===== src/sv/lhm_pkg.sv =====
`timescale 1ns / 1ps

package lhm_pkg;

    // timestamp arithmetic width, elapsed time wraps modulo 2**TS_BITS
    localparam int TS_BITS        = 32;
    localparam int NOW_BITS       = 32;
    localparam int RTT_BITS       = 17;
    localparam int THR_BITS       = 16;
    localparam int LIMIT_BITS     = 8;
    localparam int HOLD_BITS      = 32;
    localparam int CFG_DATA_BITS  = 32;
    localparam int CFG_INDEX_BITS = 2;
    localparam int CMP_BITS       = 64;

    localparam logic [THR_BITS-1:0]   DEF_SLOW_RTT      = THR_BITS'(800);
    localparam logic [LIMIT_BITS-1:0] DEF_TIMEOUT_LIMIT = LIMIT_BITS'(3);
    localparam logic [HOLD_BITS-1:0]  DEF_RECOVERY_HOLD = HOLD_BITS'(10000);
    localparam logic [LIMIT_BITS-1:0] TIMEOUT_MAX       = '1;
    localparam logic [RTT_BITS-1:0]   NO_SAMPLE         = '1;

    typedef enum logic [1:0] {
        ST_GOOD    = 2'd0,
        ST_POOR    = 2'd1,
        ST_OFFLINE = 2'd2
    } link_state_t;

    typedef enum logic [CFG_INDEX_BITS-1:0] {
        REG_SLOW_RTT      = 2'd0,
        REG_TIMEOUT_LIMIT = 2'd1,
        REG_RECOVERY_HOLD = 2'd2,
        REG_DEGRADE_MODE  = 2'd3
    } cfg_index_t;

    // effective settings, zero already replaced by the defaults
    typedef struct packed {
        logic [THR_BITS-1:0]   slow_rtt;
        logic [LIMIT_BITS-1:0] timeout_limit;
        logic [HOLD_BITS-1:0]  recovery_hold;
        logic                  degrade_mode;
    } cfg_t;

    typedef struct packed {
        logic                kind;
        logic [RTT_BITS-1:0] rtt_ms;
        logic                round_last;
        logic [NOW_BITS-1:0] now_ms;
        logic                force_enable;
    } item_t;

endpackage


===== src/sv/lhm_in_if.sv =====
`timescale 1ns / 1ps

interface lhm_in_if;
    logic               valid;
    logic               ready;
    logic               kind;
    logic signed [16:0] rtt_ms;
    logic               round_last;
    logic [31:0]        now_ms;
    logic               force_enable;

    modport source (
        output valid, kind, rtt_ms, round_last, now_ms, force_enable,
        input  ready
    );
    modport sink (
        input  valid, kind, rtt_ms, round_last, now_ms, force_enable,
        output ready
    );
endinterface


===== src/sv/lhm_out_if.sv =====
`timescale 1ns / 1ps

interface lhm_out_if;
    logic       valid;
    logic       ready;
    logic [1:0] link_state;
    logic       state_changed;

    modport source (
        output valid, link_state, state_changed,
        input  ready
    );
    modport sink (
        input  valid, link_state, state_changed,
        output ready
    );
endinterface


===== src/sv/lhm_cfg_regs.sv =====
`timescale 1ns / 1ps

module lhm_cfg_regs
    import lhm_pkg::*;
(
    input  logic                      clk,
    input  logic                      rst_n,
    input  logic                      wr_en,
    input  logic [CFG_INDEX_BITS-1:0] wr_index,
    input  logic [CFG_DATA_BITS-1:0]  wr_data,
    output cfg_t                      cfg
);

    logic [THR_BITS-1:0]   thr_reg;
    logic [LIMIT_BITS-1:0] limit_reg;
    logic [HOLD_BITS-1:0]  hold_reg;
    logic                  degrade_reg;

    always_ff @(posedge clk or negedge rst_n)
    begin
        if (!rst_n)
        begin
            thr_reg     <= DEF_SLOW_RTT;
            limit_reg   <= DEF_TIMEOUT_LIMIT;
            hold_reg    <= DEF_RECOVERY_HOLD;
            degrade_reg <= 1'b0;
        end
        else if (wr_en)
        begin
            unique case (cfg_index_t'(wr_index))
                REG_SLOW_RTT:      thr_reg     <= wr_data[THR_BITS-1:0];
                REG_TIMEOUT_LIMIT: limit_reg   <= wr_data[LIMIT_BITS-1:0];
                REG_RECOVERY_HOLD: hold_reg    <= wr_data[HOLD_BITS-1:0];
                REG_DEGRADE_MODE:  degrade_reg <= wr_data[0];
                default:           thr_reg     <= thr_reg;
            endcase
        end
    end

    // zero in a register means the default value
    always_comb
    begin
        cfg.slow_rtt      = (thr_reg == '0) ? DEF_SLOW_RTT : thr_reg;
        cfg.timeout_limit = (limit_reg == '0) ? DEF_TIMEOUT_LIMIT : limit_reg;
        cfg.recovery_hold = (hold_reg == '0) ? DEF_RECOVERY_HOLD : hold_reg;
        cfg.degrade_mode  = degrade_reg;
    end

endmodule


===== src/sv/lhm_input_stage.sv =====
`timescale 1ns / 1ps

module lhm_input_stage
    import lhm_pkg::*;
(
    input  logic   clk,
    input  logic   rst_n,
    lhm_in_if.sink probe,
    input  logic   take,
    output logic   item_valid,
    output item_t  item
);

    logic  valid_reg;
    logic  valid_next;
    item_t item_reg;

    // slot frees up in the same cycle the core consumes it
    assign probe.ready = !valid_reg || take;
    assign valid_next  = (probe.valid && probe.ready) ? 1'b1 : (take ? 1'b0 : valid_reg);

    always_ff @(posedge clk or negedge rst_n)
    begin
        if (!rst_n)
        begin
            valid_reg <= 1'b0;
        end
        else
        begin
            valid_reg <= valid_next;
        end
    end

    always_ff @(posedge clk)
    begin
        if (probe.valid && probe.ready)
        begin
            item_reg.kind         <= probe.kind;
            item_reg.rtt_ms       <= RTT_BITS'(probe.rtt_ms);
            item_reg.round_last   <= probe.round_last;
            item_reg.now_ms       <= probe.now_ms;
            item_reg.force_enable <= probe.force_enable;
        end
    end

    assign item_valid = valid_reg;
    assign item       = item_reg;

endmodule


===== src/sv/lhm_core.sv =====
`timescale 1ns / 1ps

module lhm_core
    import lhm_pkg::*;
(
    input  logic      clk,
    input  logic      rst_n,
    input  cfg_t      cfg,
    input  logic      item_valid,
    input  item_t     item,
    output logic      take,
    lhm_out_if.source status
);

    link_state_t           state_reg, state_next;
    logic [LIMIT_BITS-1:0] tc_reg, tc_next, tc_inc;
    logic                  armed_reg, armed_next;
    logic [TS_BITS-1:0]    start_reg, start_next;
    logic                  forced_reg, forced_next;
    logic [RTT_BITS-1:0]   best_reg, best_next, best_acc;
    logic                  reach_reg, reach_next, reach_acc;

    logic                  sample_reach;
    logic [TS_BITS-1:0]    now_ts;
    logic [TS_BITS-1:0]    elapsed;

    logic                  res_valid_reg, res_valid_next;
    link_state_t           res_state_reg;
    logic                  res_changed_reg;

    assign take = item_valid && (!res_valid_reg || status.ready);

    always_comb
    begin
        state_next  = state_reg;
        tc_next     = tc_reg;
        armed_next  = armed_reg;
        start_next  = start_reg;
        forced_next = forced_reg;
        best_next   = best_reg;
        reach_next  = reach_reg;

        // negative rtt means the endpoint did not answer
        sample_reach = !item.rtt_ms[RTT_BITS-1];
        reach_acc    = reach_reg || sample_reach;
        best_acc     = (sample_reach && (item.rtt_ms < best_reg)) ? item.rtt_ms : best_reg;
        tc_inc       = (tc_reg == TIMEOUT_MAX) ? tc_reg : tc_reg + LIMIT_BITS'(1);
        now_ts       = TS_BITS'(item.now_ms);
        elapsed      = armed_reg ? (now_ts - start_reg) : '0;

        if (take)
        begin
            if (item.kind)
            begin
                if (forced_reg != item.force_enable)
                begin
                    forced_next = item.force_enable;
                    armed_next  = 1'b0;
                    if (item.force_enable)
                    begin
                        state_next = ST_OFFLINE;
                    end
                end
            end
            else if (!item.round_last)
            begin
                reach_next = reach_acc;
                best_next  = best_acc;
            end
            else
            begin
                reach_next = 1'b0;
                best_next  = NO_SAMPLE;
                if (forced_reg)
                begin
                    state_next = ST_OFFLINE;
                end
                else if (!reach_acc)
                begin
                    tc_next    = tc_inc;
                    armed_next = 1'b0;
                    if (tc_inc >= cfg.timeout_limit)
                    begin
                        state_next = ST_OFFLINE;
                    end
                end
                else
                begin
                    tc_next = '0;
                    if (best_acc > RTT_BITS'(cfg.slow_rtt))
                    begin
                        armed_next = 1'b0;
                        state_next = cfg.degrade_mode ? ST_OFFLINE : ST_POOR;
                    end
                    else if (state_reg != ST_GOOD)
                    begin
                        armed_next = 1'b1;
                        if (!armed_reg)
                        begin
                            start_next = now_ts;
                        end
                        if (CMP_BITS'(elapsed) >= CMP_BITS'(cfg.recovery_hold))
                        begin
                            state_next = ST_GOOD;
                        end
                    end
                end
            end
        end
    end

    assign res_valid_next = take ? 1'b1 : (status.ready ? 1'b0 : res_valid_reg);

    always_ff @(posedge clk or negedge rst_n)
    begin
        if (!rst_n)
        begin
            state_reg     <= ST_OFFLINE;
            tc_reg        <= '0;
            armed_reg     <= 1'b0;
            start_reg     <= '0;
            forced_reg    <= 1'b0;
            best_reg      <= NO_SAMPLE;
            reach_reg     <= 1'b0;
            res_valid_reg <= 1'b0;
        end
        else
        begin
            state_reg     <= state_next;
            tc_reg        <= tc_next;
            armed_reg     <= armed_next;
            start_reg     <= start_next;
            forced_reg    <= forced_next;
            best_reg      <= best_next;
            reach_reg     <= reach_next;
            res_valid_reg <= res_valid_next;
        end
    end

    always_ff @(posedge clk)
    begin
        if (take)
        begin
            res_state_reg   <= state_next;
            res_changed_reg <= (state_next != state_reg);
        end
    end

    assign status.valid         = res_valid_reg;
    assign status.link_state    = res_state_reg;
    assign status.state_changed = res_changed_reg;

endmodule


===== src/sv/link_health_monitor.sv =====
`timescale 1ns / 1ps

// link health monitor: classifies a link as good (0), poor (1) or offline (2) from
// rounds of probe samples. each request on probe is either one endpoint rtt sample
// (kind 0, negative rtt means unreachable, round_last flags the end of a round) or a
// force-offline control (kind 1). every request yields exactly one request on status
// with the state after it and a changed flag. the block takes one request per clock:
// a request is captured in the input register at acceptance, and when the core takes
// it the state update and the result register load happen together, so status valid
// rises as the result register loads, and from then on status can be handshaken.
// throughput is one per cycle as long as status is taken; a stalled status
// holds the result register and, through it, the input register. the state after
// reset is offline. settings are written through wr_en, wr_index and wr_data (0 rtt
// threshold, 1 timeout limit, 2 recovery hold, 3 degrade mode) and take effect on the
// next request; write them only while no request is in flight. a zero threshold,
// limit or hold acts as its reset value (800, 3, 10000).
module link_health_monitor
    import lhm_pkg::*;
(
    input  logic                      clk,
    input  logic                      rst_n,
    lhm_in_if.sink                    probe,
    lhm_out_if.source                 status,
    input  logic                      wr_en,
    input  logic [CFG_INDEX_BITS-1:0] wr_index,
    input  logic [CFG_DATA_BITS-1:0]  wr_data
);

    cfg_t  cfg;
    item_t item;
    logic  item_valid;
    logic  take;

    // settings, with zero mapped to defaults
    lhm_cfg_regs u_cfg_regs (
        .clk      (clk),
        .rst_n    (rst_n),
        .wr_en    (wr_en),
        .wr_index (wr_index),
        .wr_data  (wr_data),
        .cfg      (cfg)
    );

    // input register, refills in the cycle it drains
    lhm_input_stage u_input_stage (
        .clk        (clk),
        .rst_n      (rst_n),
        .probe      (probe),
        .take       (take),
        .item_valid (item_valid),
        .item       (item)
    );

    // round tracking, state machine and result register
    lhm_core u_core (
        .clk        (clk),
        .rst_n      (rst_n),
        .cfg        (cfg),
        .item_valid (item_valid),
        .item       (item),
        .take       (take),
        .status     (status)
    );

endmodule


===== src/flat_wrapper.sv =====
// flat-port wrapper written by rule: the top's interface ports become plain ports
module link_health_monitor_flat import lhm_pkg::*;
  (clk, rst_n, wr_en, wr_index, wr_data, probe_valid, probe_kind, probe_rtt_ms, probe_round_last, probe_now_ms, probe_force_enable, probe_ready, status_valid, status_link_state, status_state_changed, status_ready);
  lhm_in_if probe_i ();
  lhm_out_if status_i ();
  input  logic clk;
  input  logic rst_n;
  input  logic wr_en;
  input  logic [CFG_INDEX_BITS-1:0] wr_index;
  input  logic [CFG_DATA_BITS-1:0] wr_data;
  input wire logic [$bits(probe_i.valid)-1:0] probe_valid;
  input wire logic [$bits(probe_i.kind)-1:0] probe_kind;
  input wire logic [$bits(probe_i.rtt_ms)-1:0] probe_rtt_ms;
  input wire logic [$bits(probe_i.round_last)-1:0] probe_round_last;
  input wire logic [$bits(probe_i.now_ms)-1:0] probe_now_ms;
  input wire logic [$bits(probe_i.force_enable)-1:0] probe_force_enable;
  output wire logic [$bits(probe_i.ready)-1:0] probe_ready;
  output wire logic [$bits(status_i.valid)-1:0] status_valid;
  output wire logic [$bits(status_i.link_state)-1:0] status_link_state;
  output wire logic [$bits(status_i.state_changed)-1:0] status_state_changed;
  input wire logic [$bits(status_i.ready)-1:0] status_ready;
  assign probe_i.valid = probe_valid;
  assign probe_i.kind = probe_kind;
  assign probe_i.rtt_ms = probe_rtt_ms;
  assign probe_i.round_last = probe_round_last;
  assign probe_i.now_ms = probe_now_ms;
  assign probe_i.force_enable = probe_force_enable;
  assign probe_ready = probe_i.ready;
  assign status_valid = status_i.valid;
  assign status_link_state = status_i.link_state;
  assign status_state_changed = status_i.state_changed;
  assign status_i.ready = status_ready;
  link_health_monitor u_core (.clk(clk), .rst_n(rst_n), .probe(probe_i), .status(status_i), .wr_en(wr_en), .wr_index(wr_index), .wr_data(wr_data));
endmodule

===== config.mk =====
export PLATFORM = sky130hd
export DESIGN_NAME = link_health_monitor_flat
export DESIGN_NICKNAME = d
export VERILOG_FILES = /design/src/sv/lhm_pkg.sv /design/src/sv/lhm_in_if.sv /design/src/sv/lhm_out_if.sv /design/src/sv/lhm_cfg_regs.sv /design/src/sv/lhm_input_stage.sv /design/src/sv/lhm_core.sv /design/src/sv/link_health_monitor.sv /design/src/flat_wrapper.sv
export SDC_FILE = /design/constraint.sdc
export NUM_CORES = 1
export LEC_CHECK = 0
export ABC_AREA = 1
export BUFFER_PORTS_ARGS = -buffer_cell sky130_fd_sc_hd__buf_2
export CORE_ASPECT_RATIO = 1.4
export CORE_MARGIN = 1
export CORE_UTILIZATION = 40
export DETAILED_ROUTE_END_ITERATION = 12
export GPL_TIMING_DRIVEN = 0
export PLACE_DENSITY = 0.57
export SYNTH_ARGS = -nofsm -noshare
export SYNTH_HDL_FRONTEND = slang
export SYNTH_SLANG_ARGS = --single-unit

===== constraint.sdc =====
create_clock -name clk -period 4.6 [get_ports clk]
set_input_delay 0.69 -clock clk [delete_from_list [all_inputs] [get_ports clk]]
set_output_delay 0.69 -clock clk [all_outputs]
set_load 0.03 [all_outputs]

==> Yosys cells after proc, flatten, opt, wreduce, memory -nomap -nowiden <==
Cells that the tools add are included.
Widths: inputs -> output; s select.
{ "classes": {"magnitude_cmp": 4, "muxes": 32, "n_reduce_logical": 26, "n_addsub": 2, "n_eq_ne": 9, "n_bitwise": 4} }
{ "ops": {"columns": ["op", "n"], "rows": [
  ["$mux 32", 2],
  ["$mux 17", 2],
  ["$ge 32x32->1", 1],
  ["$logic_not 32->1", 1],
  ["$sub 32x32->32", 1],
  ["$mux 2", 12],
  ["$mux 8", 3],
  ["$gt 17x16->1", 1],
  ["$lt 17x17->1", 1],
  ["$logic_not 16->1", 1],
  ["$mux 16", 1],
  ["$mux 1", 12],
  ["$reduce_and 2->1", 5],
  ["$add 8x1->8 const B", 1],
  ["$eq 8x8->1 const B", 1],
  ["$ge 8x8->1", 1],
  ["$logic_not 8->1", 1],
  ["$reduce_and 8->1", 1],
  ["$reduce_bool 2->1", 4],
  ["$reduce_and 5->1", 1],
  ["$eq 2x2->1 const B", 2],
  ["$ne 4x1->1 const B", 1],
  ["$not 1->1", 4],
  ["$reduce_and 4->1", 1],
  ["other kinds (10)", 16]
]} }
{ "word_totals": {"output_inout_bits": 5, "input_bits": 91, "word_cells": 97, "register_bits": 176} }

==> Logic depth before layout (Yosys ltp) <==
Gate-level depths: netlist of the first run.
{ "depth": {"word_depth": 12, "depth_mapped": 32} }

==> By module <==
From an unflattened synthesis of the first run, not the netlist that was laid out.
{ "hier_totals": {"cells_unflattened": 1354, "area_unflattened_um2": 11178.2} }
{ "modules_own_cells": {"columns": ["module", "instances", "area_each_um2", "cells_each"], "rows": [
  ["lhm_core", 1, 6967.9, 994],
  ["lhm_cfg_regs", 1, 2603.7, 302],
  ["lhm_input_stage", 1, 1606.5, 58]
]} }

==> Worst setup path before layout of the first run <==
Ideal clock, no wire load.
{ "synth_timing": {"path_type": "register -> register", "startpoint": "register u_core.u_input_stage.item_reg (netlist bit u_core.u_input_stage.item[1])", "endpoint": "register u_core.u_core.res_changed_reg (netlist: u_core.u_core.status.state_changed), data pin", "setup_time_ns": 0.259, "stages_incl_launch_ff": 31, "t_arrival_ns": 3.493, "synth_period_minus_slack_ns": 3.752, "setup_slack_ns": 0.848, "required_ns": 4.341, "cell_sequence": "edfxtp_1 > inv_1 > ha_1 > inv_1 > fa_1 > nand3_1 > nand2_1 > a21oi_1 > o21ai_2 > nand3_1 > nand2_1 > nand3_1 > nand2_1 > nand4_1 > nand3_1 > nand2_1 > nor2_1 > ha_1 > nand2_1 > inv_1 > nand3_1 > a21oi_1 > or2_2 > a21oi_1 > nand4_1 > nand4_1 > nand2_1 > o21bai_1 > nand2_1 > nand2_1 > nand3_1"} }
{ "synth_via": {"elab_chain_cells": 12} }
{ "synth_lines": {"columns": ["element", "line_no", "text"], "rows": [
  ["from (decl)", "lhm_input_stage.sv:16", "item_t item_reg;"],
  ["$sub 32x32->32", "lhm_core.sv:49", "elapsed = armed_reg ? (now_ts - start_reg) : '0;"],
  ["$mux 32", "lhm_core.sv:49", null],
  ["$ge 32x32->1", "lhm_core.sv:102", "if (CMP_BITS'(elapsed) >= CMP_BITS'(cfg.recovery_hold))"],
  ["$mux 2", "lhm_core.sv:102", null],
  ["$mux 2", "lhm_core.sv:95", "else if (state_reg != ST_GOOD)"],
  ["$mux 2", "lhm_core.sv:90", "if (best_acc > RTT_BITS'(cfg.slow_rtt))"],
  ["$mux 2", "lhm_core.sv:78", "else if (!reach_acc)"],
  ["$mux 2", "lhm_core.sv:74", "if (forced_reg)"],
  ["$mux 2", "lhm_core.sv:65", "else if (!item.round_last)"],
  ["$mux 2", "lhm_core.sv:53", "if (item.kind)"],
  ["$mux 2", "lhm_core.sv:51", "if (take)"],
  ["$ne 2x2->1", "lhm_core.sv:145", "res_changed_reg <= (state_next != state_reg);"],
  ["to (signal assigned)", "lhm_core.sv:145", null],
  ["to (decl)", "lhm_core.sv:29", "logic res_changed_reg;"]
]} }
No other way between the ends.
A chain may end at the register's enable or synchronous reset.

==> Final worst setup path of the first run <==
{ "layout_timing": {"startpoint": "register u_core.u_core.best_reg[16]", "endpoint": "register u_core.u_core.start_reg[9]"} }
{ "layout_via": {"elab_chain_cells": 6} }
{ "layout_lines": {"columns": ["element", "line_no", "text"], "rows": [
  ["from (decl)", "lhm_core.sv:20", "logic [RTT_BITS-1:0] best_reg, best_next, best_acc;"],
  ["from (signal assigned)", "lhm_core.sv:134", "best_reg <= best_next;"],
  ["$lt 17x17->1", "lhm_core.sv:46", "best_acc = (sample_reach && (item.rtt_ms < best_reg)) ? item.rtt_ms : best_reg;"],
  ["$logic_and 1x1->1", "lhm_core.sv:46", null],
  ["$mux 17 *", "lhm_core.sv:46", null],
  ["$gt 17x16->1 *", "lhm_core.sv:90", null],
  ["$not 1->1 (no source line) *", null, null],
  ["$reduce_and 8->1 (no source line) *", null, null],
  ["to (signal assigned)", "lhm_core.sv:132", "start_reg <= start_next;"],
  ["to (decl)", "lhm_core.sv:18", "logic [TS_BITS-1:0] start_reg, start_next;"]
]} }
Mark *: on every way between the ends. The rest lies on a longest branch, timed or not.

==> results of run 1 <==
-- final timing paths --
| path | start | to | slack, ns | cells after the start |
|---|---|---|---|---|
| hold reg to reg | u_core.u_cfg_regs.limit_reg[4] | u_core.u_cfg_regs.limit_reg[4] | 0.49 | 2 |
| max in group asynchronous | rst_n | u_core.u_core.state_reg[1] | 3.68 | 2 |
| min in group clk | probe_rtt_ms[0] | u_core.u_input_stage.item[34] | 0.42 | 1 |
| hold / removal | rst_n | u_core.u_core.start_reg[9] | 0.13 | 1 |
| setup / recovery | u_core.u_core.best_reg[16] | u_core.u_core.start_reg[9] | 0.25 | 28 |
| setup reg to reg | u_core.u_core.best_reg[16] | u_core.u_core.start_reg[9] | 0.25 | 28 |
-- report_power, final --
group | total (mW) | leakage (nW) | switching, mW | internal, mW
registers | 2.10 | 1.86 | 0.171 | 1.93
clock network | 1.47 | 0.298 | 0.652 | 0.821
logic | 1.97 | 3.84 | 1.25 | 0.720
total | 5.55 | 6.00 | 2.07 | 3.47
-- stage by stage --
stage / setup slack [ns] / instances / TNS, ns
2_1_floorplan: 0.848 / 1235 / 0
3_3_place_gp: 0.0711 / 1649 / 0
3_5_place_dp: 0.0620 / 1651 / 0
4_1_cts: 0.0191 / 1683 / 0
5_1_grt: -0.0526 / 1684 / -0.0877
6_report: 0.251 / 1684 / 0
-- logic make-up after synthesis --
family / share of synthesized area (%)
fa+ha+maj: 12.7
buf+inv: 8.26
xor+xnor: 1.09
simple gates: 16.8
mux: 0.108
flops: 45.3
compound gates: 15.8
-- cells in the mapped netlist (2+ instances only) --
cell type / count
a211oi_1: 2
a21o_1: 4
a21oi_1: 155
a221oi_1: 3
a31oi_1: 3
buf_2: 6
buf_6: 3
clkbuf_1: 16
dfrtp_1: 93
dfstp_2: 28
edfxtp_1: 55
ha_1: 104
inv_1: 194
nand2_1: 189
nand2_2: 2
nand3_1: 37
nand4_1: 18
nor2_1: 131
nor2_4: 2
nor3_1: 13
nor3_2: 2
nor4_1: 12
o211ai_1: 7
o21a_1: 2
o21ai_0: 99
o21ai_1: 6
o21bai_1: 2
o22ai_1: 18
or2_2: 3
xor2_1: 13
-- routing by layer --
| metal | wire length, um | GRT usage [%] |
|---|---|---|
| met1 | 10900 | 22.8 |
| met2 | 13600 | 37.8 |
| met3 | 721 | 3.25 |
| met4 | 1010 | 9.98 |
| met5 | 0 | 0 |
-- layout make-up --
cell class	instances	area [sq um]
inverters	196	736
plain buffers	25	141
clock buffers	20	479
clock inverters	12	119
flip-flops and latches	176	4710
repair buffers	97	529
fillers	2521	13400
well taps	319	399
multi-input cells	839	4950
==> metrics.cfg, run 1 <==
[run_status]
status=finished, violations left
violations=design-rule violations

[routing]
drc=16
drt_iter0_drc=502
viasPerCell=5.10
routedWlPerCell_um=15.6
ant_nets=0
vias=8587
wirelength_mm=26.3
first_pass_iters=9

[pwr]
irDropWorstVdd_mv=0.272
p_per_area_nw_per_um2=459
power.total_mw=5.55
cellLeakagePower_nw=6.00

[die]
fp.coreArea_sq_um=25500
fp-row-count=69
dieArea_sq_um=26700
pin_count=96
start_util_pct=40.9
die_h_um=193
die_w_um=138

[grt]
overflow=0
grt_pass1_wl_mm=41.9
grt_pass1_vias=8433
grt_max_degree=91
antenna_found_initial=0
grt_use_total_pct=20.4

[placement]
gp_congestion=0.926
placed_area_sq_um=11300
dp_hpwl_mm=20.5
io_buffers=95

[yosys]
synth.cell_area_sq_um=10400
syn_inst=1235
yosysTopAreaCell=dfrtp_1
ys_seq_area_share_pct=45.3
synth_async_sr_flop_share_pct=68.8
yosysWarnings=0
yosys_most_used_dff=dfrtp_1
syn-num-nets=1431
avgSynthCellArea_sq_um=8.43
synth-seq-cells=176
synthTopCellsByArea=dfrtp_1 (22%), edfxtp_1 (16%), ha_1 (13%)
synth.distinct_cells=43
synth_top_area_share_pct=22.4
synth_edf_count=55

[critical_path]
critPathLaunchType=register
path_class=register to register
cp.arrival_ns=4.71
crit_required_ns=4.96
cp_max_fo=10
crit_path_top_delay_cell=dfstp_2
crit_path_end_kind=register
cp_slowest_stage_delay_ns=0.54
path_buf_inv=3
crit_top_cell=nand2_1
path_delay_family=simple AND/OR/NAND/NOR gates

[cells_and_area]
final_common_cell=inv_1
post_route_cells_drive_above_1_share_pct=15.2
final_core_util_pct=47.4
mostFrequentLayoutCells=inv_1 (193), nand2_1 (186), a21oi_1 (144)
postLayoutCellArea_sq_um=12100
syn2layout_area_growth_pct=16.0
largest_register_ffs=52
nets=1548
diodes=0

[clocking]
htree_levels=4
cts_root_buffer=clkbuf_16
cts_buffers=17
path_clk_slew_ns=0.07
cts_hold_buffers=0
ctsResizeCount=0
postCtsSetupBuffers=0
cts_num_sinks=176
clk_latency_ns=0.44
cts_buffer_depth=2
cts_tree=built

[sta]
timing.hold.ws_ns=0.130
slew_headroom_pct=53.7
finClkSkew_ns=0.00812
rsz0062_at_grt=yes
period_share_pct=94.5
tightest_slew_ns=0.690
slew_viol_final=0
hold_viol=0
setup_viol_count_final=0
fmax_mhz=230
fin_crit_ns=4.35

[job]
cap_violations=0

[worst_hold_path]
hold_path.class=input pin to async pin

Note: power is estimated with default switching activity, not from simulation.
==> run 2: changes to the inputs <==
--- a/config.mk
+++ b/config.mk
@@ -12,7 +12,7 @@
 export CORE_UTILIZATION = 40
 export DETAILED_ROUTE_END_ITERATION = 12
 export GPL_TIMING_DRIVEN = 0
-export PLACE_DENSITY = 0.57
+export PLACE_DENSITY = 0.63
 export SYNTH_ARGS = -nofsm -noshare
 export SYNTH_HDL_FRONTEND = slang
 export SYNTH_SLANG_ARGS = --single-unit
==> run 2 against run 1 <==
The flow still finishes with violations (design-rule violations); utilization is essentially flat; total power shrank 0.96%; clock-buffer cell count shrank 3; sequential power is essentially flat; highest routed layer unchanged; die area is the same; worst setup slack gained 0.10 ns; flip-flop and latch count is the same; first-iteration DRC count shrank 3.0%; global-route usage shrank 0.40 points; largest power group unchanged.
==> metrics.cfg, run 2 (synthesis results as in run 1) <==
[clocking]
path_clk_slew_ns=0.07  ; about the same
cts_root_buffer=clkbuf_16
cts_num_sinks=176  ; unchanged
clk_latency_ns=0.45  ; about the same
cts_buffer_depth=2  ; unchanged
cts_hold_buffers=0  ; unchanged
cts_tree=built
cts_buffers=17  ; unchanged
htree_levels=4  ; unchanged

[sta]
slew_viol_final=0  ; unchanged
slew_headroom_pct=52.1  ; -1.6 points
fin_crit_ns=4.25  ; -0.102 ns
setup_ws_ns=0.353  ; +0.102 ns
fmax_mhz=235  ; +2.4%
hold_viol=0  ; unchanged
tightest_slew_ns=0.713  ; +0.0235 ns
setup-tns-final_ns=0  ; unchanged
period_share_pct=92.3  ; -2.2 points
timing.hold.ws_ns=0.111  ; -0.0187 ns
setup_viol_count_final=0  ; unchanged
finClkSkew_ns=0.0121  ; +0.00399 ns

[critical_path]
cp.depth=30  ; +7.1%
crit_top_cell=nand2_1
crit_path_end_kind=register
crit_required_ns=4.80  ; -0.16 ns
crit_path_top_delay_cell=edfxtp_1
critPathLaunchType=register
r2r_start=u_core.u_input_stage.item[1]
rr_endpoint=u_core.u_core.status.state_changed
cp_max_fo=4  ; -6
cp.arrival_ns=4.44  ; -0.27 ns
rrSetupSlack_ns=0.35  ; +0.10 ns
crit_start=u_core.u_input_stage.item[1]
path_buf_inv=3  ; unchanged
cp_slowest_stage_delay_ns=0.38  ; -0.16 ns
cp-endpoint=u_core.u_core.status.state_changed
path_delay_family=simple AND/OR/NAND/NOR gates
path_class=register to register
reg2reg_depth=30  ; +7.1%

[pwr]
p_per_area_nw_per_um2=455  ; -1.0%
p_sw_share_pct=38.3  ; +0.98 points
clockPowerShare_pct=26.0  ; -0.6 points
p_sw_mw=2.11  ; +1.6%
irDropWorstVdd_mv=0.259  ; -4.6%
intPower_mw=3.39  ; -2.5%
cellLeakagePower_nw=6.01  ; +0.29%
power_frac_comb_pct=35.8  ; +0.3 points
p_seq_share_pct=38.2  ; +0.3 points

[routing]
ant_nets=0  ; unchanged
viasPerCell=5.13  ; +0.57%
drt_iter0_drc=487  ; -3.0%
vias=8662  ; +0.87%
wirelength_mm=25.4  ; -3.6%
first_pass_iters=9  ; unchanged
drc=8  ; -8
routedWlPerCell_um=15.0  ; -3.9%

[cells_and_area]
nets=1553  ; +0.32%
largest_register_ffs=52  ; unchanged
syn2layout_area_growth_pct=16.1  ; about the same
stdcell_count=1689  ; +0.30%
final_core_util_pct=47.4  ; about the same
post_route_cells_drive_above_1_share_pct=15.8  ; +0.67 points
final_common_cell=inv_1
diodes=0  ; unchanged
mostFrequentLayoutCells=inv_1 (192), nand2_1 (186), a21oi_1 (144)

[grt]
grt_busiest_layer=met2
grt_max_degree=95  ; +4.4%
grt_pass1_vias=8663  ; +2.7%
antenna_found_initial=0  ; unchanged
grt_use_total_pct=20.0  ; -0.40 points
overflow=0  ; unchanged
use_met3_pct=3.15  ; -0.099 points
grt_use_met2_pct=38.4  ; +0.62 points
gr-usage-met1_pct=21.7  ; -1.1 points
grt_pass1_wl_mm=41.5  ; -0.97%

[die]
die_h_um=193  ; unchanged
dieArea_sq_um=26700  ; unchanged
pin_count=96  ; unchanged
die_w_um=138  ; unchanged
fp.coreArea_sq_um=25500  ; unchanged
start_util_pct=40.9  ; unchanged
fp-row-count=69  ; unchanged

[placement]
io_buffers=95  ; unchanged
dp.cells=1651  ; unchanged
gp_congestion=0.915  ; -1.1%
dp_hpwl_mm=20.0  ; -2.4%
place_ws_ns=0.0247  ; -0.0373 ns

[job]
cap_violations=0  ; unchanged

[run_status]
status=finished, violations left
violations=design-rule violations

[worst_hold_path]
hold_path.class=input pin to async pin

run 2: cell type report:
| cell class | instances | area [sq um] |
|---|---|---|
| timing repair buffer | 103 | 574 |
| sequential | 176 | 4710 |
| tap | 319 | 399 |
| inverter | 196 | 736 |
| clock buffer | 17 | 425 |
| buffer | 25 | 138 |
| fill | 2462 | 13400 |
| clock inverter | 15 | 135 |
| multi-input combinational | 838 | 4960 |
run 2: power by group through the flow:
stage               clock, mW  combinational, mW  sequential (mW)
floorplan                   0               1.39             2.09
global placement            0               1.84             2.12
detailed placement          0               1.90             2.13
CTS                      1.47               1.91             2.10
global route             1.53               2.27             2.13
finish                   1.43               1.97             2.10
run 2: worst min-delay path by stage:
stage | cells after the start | slack [ns] | startpoint | end
after global routing | 1 | 0.12 | rst_n | u_core.u_core.start_reg[10]
final | 1 | 0.11 | rst_n | u_core.u_core.start_reg[8]
after global placement | 2 | 0.47 | u_core.u_cfg_regs.limit_reg[7] | u_core.u_cfg_regs.limit_reg[7]
after floorplan | 0 | 0.39 | rst_n | u_core.u_cfg_regs.degrade_reg
after detailed placement | 2 | 0.47 | u_core.u_cfg_regs.limit_reg[4] | u_core.u_cfg_regs.limit_reg[4]
after CTS | 1 | 0.10 | rst_n | u_core.u_core.start_reg[9]
run 2: per-stage QoR:
| stage | cell area [sq um] | power [mW] |
|---|---|---|
| 4_1_cts | 11900 | 5.48 |
| 3_5_place_dp | 11300 | 4.03 |
| 6_report | 12100 | 5.49 |
| 3_3_place_gp | 11300 | 3.96 |
| 2_1_floorplan | 10400 | 3.48 |
| 5_1_grt | 12100 | 5.93 |
run 2: per-layer routing:
layer  part of all wire, %  wire (um)  vias to the layer above
met2                    53      13400                      159
met4                   2.9        738                        0
met3                   3.0        751                       42
met5                     0          0                        -
met1                    41      10500                     4045
li1                      -          -                     4416
run 2: timing repair:
| action | 4_1_cts | 5_1_grt |
|---|---|---|
| gates resized for setup | 2 | 36 |
| setup endpoints to repair | 1 | 36 |
| pin swaps | 0 | 9 |
| buffers inserted | 0 | 6 |
